## config.mk

```make
export PLATFORM = sky130hd
export DESIGN_NAME = baro_pressure_temperature_compensation
export DESIGN_NICKNAME = d
export VERILOG_FILES = /design/src/bptc_pkg.sv /design/src/bptc_regs.sv /design/src/bptc_dp.sv /design/src/bptc_ctrl.sv /design/src/baro_pressure_temperature_compensation.sv
export VERILOG_INCLUDE_DIRS = /design/src /design/src/src
export SDC_FILE = /design/constraint.sdc
export NUM_CORES = 2
export LEC_CHECK = 0
export ABC_AREA = 1
export BUFFER_PORTS_ARGS = -buffer_cell sky130_fd_sc_hd__buf_2
export CORE_AREA = 3 3 398 400
export DETAILED_ROUTE_END_ITERATION = 12
export DIE_AREA = 0 0 401 403
export GPL_ROUTABILITY_DRIVEN = 0
export PLACE_DENSITY = 0.58
export SLEW_MARGIN = 25
export SYNTH_ARGS = -nofsm -noshare
export SYNTH_HDL_FRONTEND = slang
export SYNTH_SLANG_ARGS = --single-unit
export TNS_END_PERCENT = 10
```

## constraint.sdc

```tcl
create_clock -name clk_i -period 15.3 [get_ports clk_i]
set_clock_uncertainty 0.05 [all_clocks]
set_input_delay 2.295 -clock clk_i [delete_from_list [all_inputs] [get_ports clk_i]]
set_output_delay 2.295 -clock clk_i [all_outputs]
set_load 0.02 [all_outputs]
```

## src/baro_pressure_temperature_compensation_macros.svh

```systemverilog
// assertion macros shared by the barometer compensation rtl
// depends on nothing; included by files that carry concurrent assertions
`ifndef BARO_PRESSURE_TEMPERATURE_COMPENSATION_MACROS_SVH
`define BARO_PRESSURE_TEMPERATURE_COMPENSATION_MACROS_SVH

// same-cycle implication, disabled while reset is low
`define BPTC_ASSERT(label, clk, rst_n, ante, cons) \
  label: assert property (@(posedge clk) disable iff (!rst_n) (ante) |-> (cons)) \
    else $error("bptc assertion failed");

// next-cycle implication, disabled while reset is low
`define BPTC_ASSERT_NEXT(label, clk, rst_n, ante, cons) \
  label: assert property (@(posedge clk) disable iff (!rst_n) (ante) |=> (cons)) \
    else $error("bptc assertion failed");

`endif

```

## src/bptc_pkg.sv

```systemverilog
// shared types and constants of the barometer compensation block
// no dependencies; imported by the register file, controller, datapath and top
`timescale 1ns / 1ps

package bptc_pkg;

  localparam int unsigned RawW   = 24;
  localparam int unsigned CoefW  = 16;
  localparam int unsigned TempW  = 19;
  localparam int unsigned PresW  = 24;
  localparam int unsigned DtW    = 26;
  localparam int unsigned TstW   = 20;
  localparam int unsigned MulW   = 26;
  localparam int unsigned ProdW  = 52;
  localparam int unsigned WideW  = 42;
  localparam int unsigned AccW   = 64;
  localparam int unsigned AddrW  = 5;
  localparam int unsigned ApbW   = 32;
  localparam int unsigned OutW   = 48;

  // temperature thresholds in hundredths of a degree
  localparam logic signed [TstW-1:0] TempRef     = 20'sd2000;
  localparam logic signed [TstW-1:0] TempVeryLow = -20'sd1500;

  // saturation bounds at working widths
  localparam logic signed [20:0] TempMin = -21'sd262144;
  localparam logic signed [20:0] TempMax = 21'sd262143;
  localparam logic signed [28:0] PresMin = -29'sd8388608;
  localparam logic signed [28:0] PresMax = 29'sd8388607;

  // calibration register indexes
  typedef enum logic [2:0] {
    REG_C1 = 3'd0,
    REG_C2 = 3'd1,
    REG_C3 = 3'd2,
    REG_C4 = 3'd3,
    REG_C5 = 3'd4,
    REG_C6 = 3'd5
  } reg_idx_e;

  // shared multiplier operand selection
  typedef enum logic [3:0] {
    MUL_NONE   = 4'd0,
    MUL_DT_C6  = 4'd1,
    MUL_DT_DT  = 4'd2,
    MUL_C4_DT  = 4'd3,
    MUL_C3_DT  = 4'd4,
    MUL_D_D    = 4'd5,
    MUL_E_E    = 4'd6,
    MUL_RAW_HI = 4'd7,
    MUL_RAW_LO = 4'd8
  } mul_sel_e;

  // datapath register update per step
  typedef enum logic [3:0] {
    OP_NONE    = 4'd0,
    OP_DT      = 4'd1,
    OP_T1      = 4'd2,
    OP_TC      = 4'd3,
    OP_OFF     = 4'd4,
    OP_SENS    = 4'd5,
    OP_CORR1   = 4'd6,
    OP_CORR2   = 4'd7,
    OP_ACC_HI  = 4'd8,
    OP_ACC_SUM = 4'd9,
    OP_PRES    = 4'd10
  } dp_op_e;

  typedef struct packed {
    logic     load_in;
    mul_sel_e mul_sel;
    dp_op_e   op;
    logic     load_out;
  } bptc_cmd_t;

  typedef struct packed {
    logic [CoefW-1:0] c1;
    logic [CoefW-1:0] c2;
    logic [CoefW-1:0] c3;
    logic [CoefW-1:0] c4;
    logic [CoefW-1:0] c5;
    logic [CoefW-1:0] c6;
  } bptc_cal_t;

endpackage

```

## src/bptc_regs.sv

```systemverilog
// calibration register file behind the apb-style configuration port
// depends on bptc_pkg
`timescale 1ns / 1ps

module bptc_regs (
  input  logic                        clk_i,
  input  logic                        rst_ni,
  input  logic                        psel,
  input  logic                        penable,
  input  logic                        pwrite,
  input  logic [bptc_pkg::AddrW-1:0]  paddr,
  input  logic [bptc_pkg::ApbW-1:0]   pwdata,
  output logic [bptc_pkg::ApbW-1:0]   prdata,
  output logic                        pready,
  output bptc_pkg::bptc_cal_t         cal_o
);
  import bptc_pkg::*;

  bptc_cal_t cal_q;
  reg_idx_e  idx;
  logic      wr_en;

  assign idx   = reg_idx_e'(paddr[AddrW-1:2]);
  assign wr_en = psel && penable && pwrite;
  assign pready = 1'b1;
  assign cal_o  = cal_q;

  // register writes, unknown indexes ignored
  always_ff @(posedge clk_i or negedge rst_ni) begin
    if (!rst_ni) begin
      cal_q <= '0;
    end else if (wr_en) begin
      case (idx)
        REG_C1:  cal_q.c1 <= pwdata[CoefW-1:0];
        REG_C2:  cal_q.c2 <= pwdata[CoefW-1:0];
        REG_C3:  cal_q.c3 <= pwdata[CoefW-1:0];
        REG_C4:  cal_q.c4 <= pwdata[CoefW-1:0];
        REG_C5:  cal_q.c5 <= pwdata[CoefW-1:0];
        REG_C6:  cal_q.c6 <= pwdata[CoefW-1:0];
        default: ;
      endcase
    end
  end

  // read back
  always_comb begin
    prdata = '0;
    case (idx)
      REG_C1:  prdata = {{(ApbW-CoefW){1'b0}}, cal_q.c1};
      REG_C2:  prdata = {{(ApbW-CoefW){1'b0}}, cal_q.c2};
      REG_C3:  prdata = {{(ApbW-CoefW){1'b0}}, cal_q.c3};
      REG_C4:  prdata = {{(ApbW-CoefW){1'b0}}, cal_q.c4};
      REG_C5:  prdata = {{(ApbW-CoefW){1'b0}}, cal_q.c5};
      REG_C6:  prdata = {{(ApbW-CoefW){1'b0}}, cal_q.c6};
      default: prdata = '0;
    endcase
  end

endmodule

```

## src/bptc_dp.sv

```systemverilog
// datapath: shared 26x26 multiplier, compensation state and output register
// depends on bptc_pkg; driven by bptc_ctrl through bptc_cmd_t
`timescale 1ns / 1ps

module bptc_dp (
  input  logic                        clk_i,
  input  logic                        rst_ni,
  input  bptc_pkg::bptc_cmd_t         cmd_i,
  input  bptc_pkg::bptc_cal_t         cal_i,
  input  logic [bptc_pkg::RawW-1:0]   raw_i,
  output logic [bptc_pkg::OutW-1:0]   out_o
);
  import bptc_pkg::*;

  // compensation state
  logic signed [DtW-1:0]   dt_q;
  logic signed [TstW-1:0]  t1_q;
  logic signed [TstW-1:0]  tc_q;
  logic signed [PresW-1:0] pres_q;

  // working registers
  logic [RawW-1:0]          raw_q;
  logic signed [ProdW-1:0]  prod_q;
  logic signed [WideW-1:0]  off_q;
  logic signed [WideW-1:0]  sens_q;
  logic signed [AccW-1:0]   acc_q;
  logic [OutW-1:0]          out_q;

  logic signed [MulW-1:0]  mul_a;
  logic signed [MulW-1:0]  mul_b;
  logic signed [20:0]      d_w;
  logic signed [20:0]      e_w;
  logic                    low1;
  logic                    low2;
  logic signed [20:0]      tc_w;
  logic signed [20:0]      tc_c;
  logic signed [WideW-1:0] sq;
  logic signed [WideW-1:0] five_sq;
  logic signed [WideW-1:0] seven_sq;
  logic signed [WideW-1:0] eleven_sq;
  logic signed [43:0]      x_w;
  logic signed [28:0]      p_w;
  logic signed [28:0]      p_c;
  logic signed [AccW-1:0]  prod_ext;

  assign d_w  = $signed({t1_q[TstW-1], t1_q}) - 21'sd2000;
  assign e_w  = $signed({t1_q[TstW-1], t1_q}) + 21'sd1500;
  assign low1 = t1_q < TempRef;
  assign low2 = low1 && (tc_q < TempVeryLow);

  // multiplier operand select
  always_comb begin
    mul_a = '0;
    mul_b = '0;
    case (cmd_i.mul_sel)
      MUL_DT_C6: begin
        mul_a = dt_q;
        mul_b = $signed({{(MulW-CoefW){1'b0}}, cal_i.c6});
      end
      MUL_DT_DT: begin
        mul_a = dt_q;
        mul_b = dt_q;
      end
      MUL_C4_DT: begin
        mul_a = dt_q;
        mul_b = $signed({{(MulW-CoefW){1'b0}}, cal_i.c4});
      end
      MUL_C3_DT: begin
        mul_a = dt_q;
        mul_b = $signed({{(MulW-CoefW){1'b0}}, cal_i.c3});
      end
      MUL_D_D: begin
        mul_a = $signed({{5{d_w[20]}}, d_w});
        mul_b = $signed({{5{d_w[20]}}, d_w});
      end
      MUL_E_E: begin
        mul_a = $signed({{5{e_w[20]}}, e_w});
        mul_b = $signed({{5{e_w[20]}}, e_w});
      end
      MUL_RAW_HI: begin
        mul_a = $signed({2'b00, raw_q});
        mul_b = $signed({{4{sens_q[WideW-1]}}, sens_q[WideW-1:20]});
      end
      MUL_RAW_LO: begin
        mul_a = $signed({2'b00, raw_q});
        mul_b = $signed({6'b000000, sens_q[19:0]});
      end
      default: begin
        mul_a = '0;
        mul_b = '0;
      end
    endcase
  end

  // second-order temperature, saturated
  always_comb begin
    tc_w = $signed({t1_q[TstW-1], t1_q});
    if (low1) begin
      tc_w = $signed({t1_q[TstW-1], t1_q}) - $signed({3'b000, prod_q[48:31]});
    end
    if (tc_w < TempMin) begin
      tc_c = TempMin;
    end else if (tc_w > TempMax) begin
      tc_c = TempMax;
    end else begin
      tc_c = tc_w;
    end
  end

  // constant multiples of the squared terms
  assign sq        = $signed(prod_q[WideW-1:0]);
  assign five_sq   = (sq <<< 2) + sq;
  assign seven_sq  = (sq <<< 3) - sq;
  assign eleven_sq = (sq <<< 3) + (sq <<< 1) + sq;
  assign prod_ext  = $signed({{(AccW-ProdW){prod_q[ProdW-1]}}, prod_q});

  // final pressure: (raw*sens >> 21) - off, then >> 15, saturated
  always_comb begin
    x_w = $signed({acc_q[AccW-1], acc_q[AccW-1:21]})
        - $signed({{2{off_q[WideW-1]}}, off_q});
    p_w = x_w[43:15];
    if (p_w < PresMin) begin
      p_c = PresMin;
    end else if (p_w > PresMax) begin
      p_c = PresMax;
    end else begin
      p_c = p_w;
    end
  end

  // stored temperature and pressure state
  always_ff @(posedge clk_i or negedge rst_ni) begin
    if (!rst_ni) begin
      dt_q   <= '0;
      t1_q   <= '0;
      tc_q   <= '0;
      pres_q <= '0;
    end else begin
      case (cmd_i.op)
        OP_DT:   dt_q   <= $signed({2'b00, raw_q}) - $signed({2'b00, cal_i.c5, 8'h00});
        OP_T1:   t1_q   <= TempRef + $signed(prod_q[42:23]);
        OP_TC:   tc_q   <= tc_c[TstW-1:0];
        OP_PRES: pres_q <= p_c[PresW-1:0];
        default: ;
      endcase
    end
  end

  // working registers and multiplier output
  always_ff @(posedge clk_i) begin
    prod_q <= mul_a * mul_b;
    if (cmd_i.load_in) begin
      raw_q <= raw_i;
    end
    if (cmd_i.load_out) begin
      out_q <= {{(OutW-PresW-TempW){1'b0}}, pres_q, tc_q[TempW-1:0]};
    end
    case (cmd_i.op)
      OP_OFF:     off_q  <= $signed({10'h000, cal_i.c2, 16'h0000}) + $signed(prod_q[48:7]);
      OP_SENS:    sens_q <= $signed({11'h000, cal_i.c1, 15'h0000}) + $signed(prod_q[49:8]);
      OP_CORR1: begin
        if (low1) begin
          off_q  <= off_q - (five_sq >>> 1);
          sens_q <= sens_q - (five_sq >>> 2);
        end
      end
      OP_CORR2: begin
        if (low2) begin
          off_q  <= off_q - seven_sq;
          sens_q <= sens_q - (eleven_sq >>> 1);
        end
      end
      OP_ACC_HI:  acc_q <= prod_ext;
      OP_ACC_SUM: acc_q <= (acc_q <<< 20) + prod_ext;
      default: ;
    endcase
  end

  assign out_o = out_q;

endmodule

```

## src/bptc_ctrl.sv

```systemverilog
// controller: one-hot sequencer that steps the datapath and owns the handshakes
// depends on bptc_pkg and the assertion macro header
`timescale 1ns / 1ps
`include "baro_pressure_temperature_compensation_macros.svh"

module bptc_ctrl (
  input  logic                 clk_i,
  input  logic                 rst_ni,
  input  logic                 s_valid_i,
  input  logic                 s_kind_i,
  output logic                 s_ready_o,
  input  logic                 m_ready_i,
  output logic                 m_valid_o,
  output bptc_pkg::bptc_cmd_t  cmd_o
);
  import bptc_pkg::*;

  typedef enum logic [14:0] {
    S_IDLE  = 15'h0001,
    S_DT    = 15'h0002,
    S_TMUL  = 15'h0004,
    S_T1    = 15'h0008,
    S_TC    = 15'h0010,
    S_PMUL  = 15'h0020,
    S_OFF   = 15'h0040,
    S_SENS  = 15'h0080,
    S_CORR1 = 15'h0100,
    S_CORR2 = 15'h0200,
    S_HI    = 15'h0400,
    S_LO    = 15'h0800,
    S_SUM   = 15'h1000,
    S_PRES  = 15'h2000,
    S_WB    = 15'h4000
  } state_e;

  state_e state_q;
  state_e state_d;
  logic   m_valid_q;
  logic   m_valid_d;
  logic   out_free;

  assign out_free  = !m_valid_q || m_ready_i;
  assign s_ready_o = (state_q == S_IDLE);
  assign m_valid_o = m_valid_q;

  // step sequence
  always_comb begin
    state_d        = state_q;
    cmd_o.load_in  = 1'b0;
    cmd_o.mul_sel  = MUL_NONE;
    cmd_o.op       = OP_NONE;
    cmd_o.load_out = 1'b0;
    case (state_q)
      S_IDLE: begin
        if (s_valid_i) begin
          cmd_o.load_in = 1'b1;
          state_d = s_kind_i ? S_PMUL : S_DT;
        end
      end
      S_DT: begin
        cmd_o.op = OP_DT;
        state_d  = S_TMUL;
      end
      S_TMUL: begin
        cmd_o.mul_sel = MUL_DT_C6;
        state_d       = S_T1;
      end
      S_T1: begin
        cmd_o.op      = OP_T1;
        cmd_o.mul_sel = MUL_DT_DT;
        state_d       = S_TC;
      end
      S_TC: begin
        cmd_o.op = OP_TC;
        state_d  = S_WB;
      end
      S_PMUL: begin
        cmd_o.mul_sel = MUL_C4_DT;
        state_d       = S_OFF;
      end
      S_OFF: begin
        cmd_o.op      = OP_OFF;
        cmd_o.mul_sel = MUL_C3_DT;
        state_d       = S_SENS;
      end
      S_SENS: begin
        cmd_o.op      = OP_SENS;
        cmd_o.mul_sel = MUL_D_D;
        state_d       = S_CORR1;
      end
      S_CORR1: begin
        cmd_o.op      = OP_CORR1;
        cmd_o.mul_sel = MUL_E_E;
        state_d       = S_CORR2;
      end
      S_CORR2: begin
        cmd_o.op = OP_CORR2;
        state_d  = S_HI;
      end
      S_HI: begin
        cmd_o.mul_sel = MUL_RAW_HI;
        state_d       = S_LO;
      end
      S_LO: begin
        cmd_o.op      = OP_ACC_HI;
        cmd_o.mul_sel = MUL_RAW_LO;
        state_d       = S_SUM;
      end
      S_SUM: begin
        cmd_o.op = OP_ACC_SUM;
        state_d  = S_PRES;
      end
      S_PRES: begin
        cmd_o.op = OP_PRES;
        state_d  = S_WB;
      end
      S_WB: begin
        if (out_free) begin
          cmd_o.load_out = 1'b1;
          state_d        = S_IDLE;
        end
      end
      default: state_d = S_IDLE;
    endcase
  end

  // output beat valid
  always_comb begin
    m_valid_d = m_valid_q;
    if (cmd_o.load_out) begin
      m_valid_d = 1'b1;
    end else if (m_ready_i) begin
      m_valid_d = 1'b0;
    end
  end

  always_ff @(posedge clk_i or negedge rst_ni) begin
    if (!rst_ni) begin
      state_q   <= S_IDLE;
      m_valid_q <= 1'b0;
    end else begin
      state_q   <= state_d;
      m_valid_q <= m_valid_d;
    end
  end

  // checks
  `BPTC_ASSERT_NEXT(a_accept_starts, clk_i, rst_ni, s_valid_i && s_ready_o, state_q == S_DT || state_q == S_PMUL)
  `BPTC_ASSERT(a_load_when_free, clk_i, rst_ni, cmd_o.load_out, !m_valid_q || m_ready_i)
  `BPTC_ASSERT_NEXT(a_load_sets_valid, clk_i, rst_ni, cmd_o.load_out, m_valid_q)
  `BPTC_ASSERT_NEXT(a_wb_waits, clk_i, rst_ni, state_q == S_WB && m_valid_q && !m_ready_i, state_q == S_WB)

endmodule

```

## src/baro_pressure_temperature_compensation.sv

```systemverilog
// Barometer compensation: one result beat per input beat, one item in flight.
// Temperature beat: steps S_DT, S_TMUL, S_T1 and S_TC, then S_WB loads the result.
// Pressure beat: S_PMUL, S_OFF, S_SENS, S_CORR1, S_CORR2, S_HI, S_LO, S_SUM, S_PRES, then S_WB.
// The steps are set by the single shared 26x26 multiplier and its sequencer.
// A waiting result sits in the output register while the next beat is taken.
// Async active-low reset clears calibration, stored temperature/pressure and control.
`timescale 1ns / 1ps

module baro_pressure_temperature_compensation (
  input  logic                        clk_i,
  input  logic                        rst_ni,
  // input stream
  input  logic                        s_axis_tvalid_i,
  output logic                        s_axis_tready_o,
  input  logic [bptc_pkg::RawW-1:0]   s_axis_tdata_i,   // [23:0] raw_sample
  input  logic [0:0]                  s_axis_tuser_i,   // [0] kind
  // result stream
  output logic                        m_axis_tvalid_o,
  input  logic                        m_axis_tready_i,
  output logic [bptc_pkg::OutW-1:0]   m_axis_tdata_o,   // [18:0] temperature_centi,
                                                        // [42:19] pressure_value
  // configuration
  input  logic                        psel,
  input  logic                        penable,
  input  logic                        pwrite,
  input  logic [bptc_pkg::AddrW-1:0]  paddr,
  input  logic [bptc_pkg::ApbW-1:0]   pwdata,
  output logic [bptc_pkg::ApbW-1:0]   prdata,
  output logic                        pready
);
  import bptc_pkg::*;

  bptc_cal_t cal;
  bptc_cmd_t cmd;

  // calibration words
  bptc_regs u_regs (
    .clk_i   (clk_i),
    .rst_ni  (rst_ni),
    .psel    (psel),
    .penable (penable),
    .pwrite  (pwrite),
    .paddr   (paddr),
    .pwdata  (pwdata),
    .prdata  (prdata),
    .pready  (pready),
    .cal_o   (cal)
  );

  // sequencer
  bptc_ctrl u_ctrl (
    .clk_i     (clk_i),
    .rst_ni    (rst_ni),
    .s_valid_i (s_axis_tvalid_i),
    .s_kind_i  (s_axis_tuser_i[0]),
    .s_ready_o (s_axis_tready_o),
    .m_ready_i (m_axis_tready_i),
    .m_valid_o (m_axis_tvalid_o),
    .cmd_o     (cmd)
  );

  // arithmetic
  bptc_dp u_dp (
    .clk_i  (clk_i),
    .rst_ni (rst_ni),
    .cmd_i  (cmd),
    .cal_i  (cal),
    .raw_i  (s_axis_tdata_i),
    .out_o  (m_axis_tdata_o)
  );

endmodule

```

# After elaboration in Yosys (flattened, before gate mapping)
# Index checks and enable logic that the tools add are counted.
[word_totals] ff_bits=469
[classes] eq_ne=42 order_cmp=6 mul=1 n_reduce_logical=22 muxes=27 addsub=17
[ops] op="case mux 42 bit (3 select lines)" count=2
[ops] op="case mux 15 bit (14 select lines)" count=1
[ops] op="case mux 26 bit (8 select lines)" count=1
[ops] op="2-to-1 mux 42 bit" count=4
[ops] op="case mux 64 bit (2 select lines)" count=1
[ops] op="adder 42 bit" count=3
[ops] op="case mux 26 bit (4 select lines)" count=1
[ops] op="case mux 16 bit (6 select lines)" count=1
[ops] op="subtractor 42 x 41 -> 42 bit" count=2
[ops] op="subtractor 42 bit" count=2
[ops] op="adder 64 x 52 -> 64 bit" count=1
[ops] op="multiplier 26 x 26 -> 52 bit" count=1
[ops] op="2-to-1 mux 24 bit" count=2
[ops] op="subtractor 43 x 42 -> 44 bit" count=1
[ops] op="adder 32 x 42 -> 42 bit" count=1
[ops] op="adder 33 x 42 -> 42 bit" count=1
[ops] op="subtractor 42 x 40 -> 42 bit" count=1
[ops] op="< comparator 20 x 12 -> 1 bit, second input constant" count=2
[ops] op="2-to-1 mux 20 bit" count=2
[ops] op="case mux 4 bit (10 select lines)" count=1
[ops] op="== test 4 x 3 -> 1 bit, second input constant" count=8
[ops] op="case mux 4 bit (8 select lines)" count=1
[ops] op="2-to-1 mux 15 bit" count=2
[ops] op="> comparator 29 x 24 -> 1 bit, second input constant" count=1
[ops] op="other kinds (44)" count=72

# Logic depth before layout (Yosys ltp)
[logic_depth] depth_word=6 ltp_mapped=45 ltp_nobuf=45

# Cells and area by module
# A second synthesis with hierarchy kept.
[unflattened] cells_unflattened=9724 area_unflattened_um2=70517.6
[by_module_without_submodules] mod="bptc_dp" cells_per_inst=8959 area_each_um2=64410.5 instances=1
[by_module_without_submodules] mod="bptc_regs" cells_per_inst=621 area_each_um2=5063.6 instances=1
[by_module_without_submodules] mod="bptc_ctrl" cells_per_inst=144 area_each_um2=1043.5 instances=1

# Least setup slack after synthesis
# Ideal clock, no wire load.
[synth_path] path_type="register -> register" from="register u_ctrl.state_q[2]" to="register u_dp.prod_q[50]" slack_ns=7.220 arrival_time_ns=7.959 required_time_ns=15.178 setup_ns=0.072 stages_incl_launch_ff=32 period_less_slack_ns=8.080 path_cell_list="dfrtp_1 -> inv_2 -> nand2_1 -> nor2_4 -> nand2_4 -> nor3_4 -> clkbuf_1 -> a22o_1 -> nor4_1 -> inv_1 -> clkbuf_1 -> nand2_1 -> fa_1 -> inv_1 -> fa_1 -> inv_1 -> fa_1 -> inv_1 -> fa_1 -> fa_1 -> fa_1 -> inv_1 -> fa_1 -> inv_1 -> ha_1 -> inv_1 -> nor3_1 -> nand2_1 -> nor2_1 -> nand3_1 -> nand3_1 -> xor2_1"
[synth_via] elab_chain_cells=6 elab_cells_between_ends=22
[synth_lines] item="from (decl)" line_no="bptc_ctrl.sv:36" source="state_e state_q;"
[synth_lines] item="from (signal assigned)" line_no="bptc_ctrl.sv:142" source="state_q <= state_d;"
[synth_lines] item="== test 15 x 12 -> 1 bit (tied with other cells)" line_no="bptc_ctrl.sv:53" source="case (state_q)"
[synth_lines] item="case mux 4 bit (8 select lines) (*)" line_no="bptc_ctrl.sv:53"
[synth_lines] item="== test 4 x 1 -> 1 bit (tied with other cells)" line_no="bptc_dp.sv:55" source="case (cmd_i.mul_sel)"
[synth_lines] item="OR reduction 4 bit (no line) or OR reduction 2 bit (tied branches)"
[synth_lines] item="case mux 26 bit (4 select lines)" line_no="bptc_dp.sv:55"
[synth_lines] item="multiplier 26 x 26 -> 52 bit (*)" line_no="bptc_dp.sv:151" source="prod_q <= mul_a * mul_b;"
[synth_lines] item="to (signal assigned)" line_no="bptc_dp.sv:151"
[synth_lines] item="to (decl)" line_no="bptc_dp.sv:23" source="logic signed [ProdW-1:0] prod_q;"
# Mark *: on every way between the ends. The rest lies on a longest branch, timed or not.
# A chain may end at the register's enable or synchronous reset.

# Final worst setup path
[layout_path] from="register u_ctrl.state_q[8]" to="register u_dp.prod_q[50]"
# Same word-level chain as after synthesis.

==> out/results.txt <==
most used flip-flop cell after synthesis - edfxtp_1
CTS H-tree lvls - 2
outcome - complete, no violations
global-route met3 utilization - 7.03%
GRT busiest layer - met2
Synth Warn # - 0
Worst Path Buf+Inv - 11
TritonCTS clock tree - built
WL final - 268000 um
mean post-synth cell area - 7.30 sq um
Worst path most repeated cell - inv_1
vias in the first global route - 64800
dominant cell type by area after synthesis - fa_1
die area - 0.162 sq mm
clock net sink count - 468
die height - 403 um
initial antenna violation count - 8
total power per unit cell area - 83.3 mW/mm^2
Nets - 11000
hpwl dp - 221000 um
CP peak stage delay - 0.98 ns
total power - 0.00620 W
critical path depth in cells - 33
Synth Instances - 9531
core area - 0.156 sq mm
reg2reg path depth - 33
CP max stage cell - fa_1
clk buf depth - 3
Area contributors post-synth - fa_1, nand2_1, inv_1
I/O pins - 152
post-CTS setup buffers - 0
final critical-path share of the clock period - 72.3%
Wirelength per Cell - 22.9 um
minimum clock period - 11.07 ns
Slew Limit Fails - 0
Worst Setup End Kind - flop
top cell family by delay on the critical path - adder cells
grt ovf - 0
synthesized cell area - 0.0696 sq mm
Fin. Hold Viols - 0
vias post-DR - 65700
Antenna diodes - 0
Area Overhead vs Synth - 6.98%
Final TNS setup - 0 ns
number of flops mapped to enable cells by yosys - 215
setup violators final - 0
Critical Path Fanout Max - 37
starting density of the core - 44.7%
initial detailed-routing violation count - 6270
GRT Util Overall - 32.7%
Unique masters post-synth - 67
CTS resizes - 0
peak supply drop - 0.000108 V
First-pass DRT Iterations - 6
Leak - 38.3 nW
area share of the largest cell type after synthesis - 22.4%
RSZ-0062 raised after global routing - false
IO Port Bufs - 111
f_max - 0.0904 GHz
FF+latch area - 0.0125 sq mm
clock transition at the registers of the reported paths - 0.06 ns
ANT nets after route - 0
worst hold path depth - 0
Slew headroom - 19.4%
fraction of layout cells with a size suffix above 1 - 4.49%
total CTS buffers - 55
Post-synth ARST share - 42.9%
CP arrival - 11.61 ns
Hold Crit Class - reg2reg
hold_buf cts - 0
Filler Cell Count - 15900
CP startpoint kind - flop
latest clock arrival within the worst-skew pair - 0.72 ns
Root Buffer - clkbuf_16
global-route wire length before repair - 399000 um
slew of the pin with the lowest slew margin - 1.20 ns
row cnt - 145
via/cell ratio - 5.61
Worst EP required - 15.85 ns
die width - 401 um
met1 GRT Util - 40.8%
WS Path Type - reg2reg
sequential fraction of the synthesis area - 18.0%
footprint of the multi-input gates - 0.0490 sq mm
Post-route DRC - 0
met2 GRT Util - 51.4%
max-cap viol count - 0
Yosys reg bits - 468
largest net degree at the start of global routing - 87
cells in the final DEF (no fill, tap or decap), types with 33 or more instances in the layout:
| cell type | netlist | routed |
|---|---|---|
| nand2_1 | 2364 | 2360 |
| inv_1 | 1868 | 1865 |
| nor2_1 | 790 | 783 |
| fa_1 | 779 | 779 |
| o21ai_0 | 571 | 569 |
| a21oi_1 | 519 | 518 |
| ha_1 | 506 | 506 |
| nand3_1 | 373 | 372 |
| edfxtp_1 | 215 | 215 |
| dfrtp_1 | 200 | 200 |
| xor2_1 | 164 | 164 |
| xnor2_1 | 115 | 115 |
| buf_2 | 64 | 111 |
| nor3_1 | 103 | 98 |
| buf_4 | 42 | 92 |
| nand4_1 | 83 | 83 |
| a31oi_1 | 76 | 76 |
| clkbuf_16 | 0 | 57 |
| o21bai_1 | 54 | 54 |
| dfxtp_1 | 52 | 52 |
| a21o_1 | 51 | 51 |
| inv_2 | 34 | 36 |
| nor4_1 | 41 | 36 |
| o21a_1 | 36 | 36 |
| or2_2 | 33 | 33 |
synthesized netlist by cell type (6+ instances only):
cell         n
inv_2       34
dfrtp_1    200
xor2_1     164
clkbuf_1    98
o21ai_0    571
a31oi_1     76
nand3_2      6
nand2_1   2364
o211ai_1    30
ha_1       506
nand3_1    373
a221oi_1    13
buf_4       42
o31ai_1      9
o22ai_1     20
a22oi_1     15
a21boi_0    22
a21o_1      51
a22o_1      23
inv_1     1868
xnor2_1    115
nor2_1     790
dfxtp_1     52
o21bai_1    54
and3_1      14
nor3_1     103
edfxtp_1   215
o21a_1      36
o21ai_1      7
nand3b_1    27
a21oi_1    519
fa_1       779
buf_1        7
o221ai_1    25
nand2_2     16
nand4_1     83
buf_2       64
or2_2       33
nor4_1      41
a211oi_1     9
and2_1       9
metal layers:
layer	share of wire [%]	vias to the layer above
met1	38	31600
met5	0.0093	-
met2	44	3143
met3	9.8	762
li1	-	30200
met4	8.0	4
cell type report:
cell class                 count  share of cell area [%]
clock buffer                  73                    2.04
tap                         2058                    3.46
sequential                   468                    16.8
timing repair buffer         204                    1.69
clock inverter                31                   0.447
multi-input combinational   6961                    65.9
inverter                    1907                    9.62
logic make-up (layout without fill, tap and decap cells):
kind of cell	Yosys count	in the layout	synth area share, %
other cells	2	22	0.0108
buf+inv	2122	2215	11.8
fa+ha+maj	1285	1285	31.5
xor+xnor	279	279	3.51
mux	1	1	0.0144
flops	468	468	18.0
simple gates	3875	3875	22.9
compound gates	1499	1499	12.2
registers in the layout, indices dropped and copies added (netlist names):
name,flops
u_ctrl.m_valid_o,1
u_ctrl.state_q,15
u_dp.acc_q,64
u_dp.dt_q,25
u_dp.off_q,42
u_dp.out_o,43
u_dp.pres_q,24
u_dp.prod_q,52
u_dp.raw_q,24
u_dp.sens_q,42
u_dp.t1_q,20
u_dp.tc_q,20
u_regs.cal_o,96
metrics by stage:
stage | util [%] | hold WS [ns] | cell area (sq um) | setup slack, ns | std cells
after floorplan | - | 0.375 | 69600 | 7.22 | 9551
after global placement | 46.6 | 0.383 | 72500 | 4.55 | 11600
after detailed placement | 46.6 | 0.382 | 72500 | 4.45 | 11600
after CTS | 47.8 | 0.369 | 74400 | 4.34 | 11700
after global routing | 47.8 | 0.391 | 74400 | 3.54 | 11700
final | 47.8 | 0.374 | 74400 | 4.23 | 11700
power breakdown:
group	switching, W	total, W	internal [W]	leakage (nW)
clock	0.000641	0.00140	0.000761	0.891
combinational	0.00219	0.00313	0.000936	32.4
sequential	0.000185	0.00167	0.00148	5.02
path summary, 6_finish.rpt:
path / to / slack, ns / start
max in group asynchronous: u_dp.dt_q[22] / 11.46 / rst_ni
min in group asynchronous: u_dp.tc_q[14] / 1.59 / rst_ni
setup reg to reg: u_dp.prod_q[50] / 4.23 / u_ctrl.state_q[8]
hold / removal: u_dp.out_o[37] / 0.37 / u_dp.pres_q[18]
setup / recovery: u_dp.prod_q[50] / 4.23 / u_ctrl.state_q[8]
hold reg to reg: u_dp.out_o[37] / 0.37 / u_dp.pres_q[18]
(Power assumes the default switching activity.)
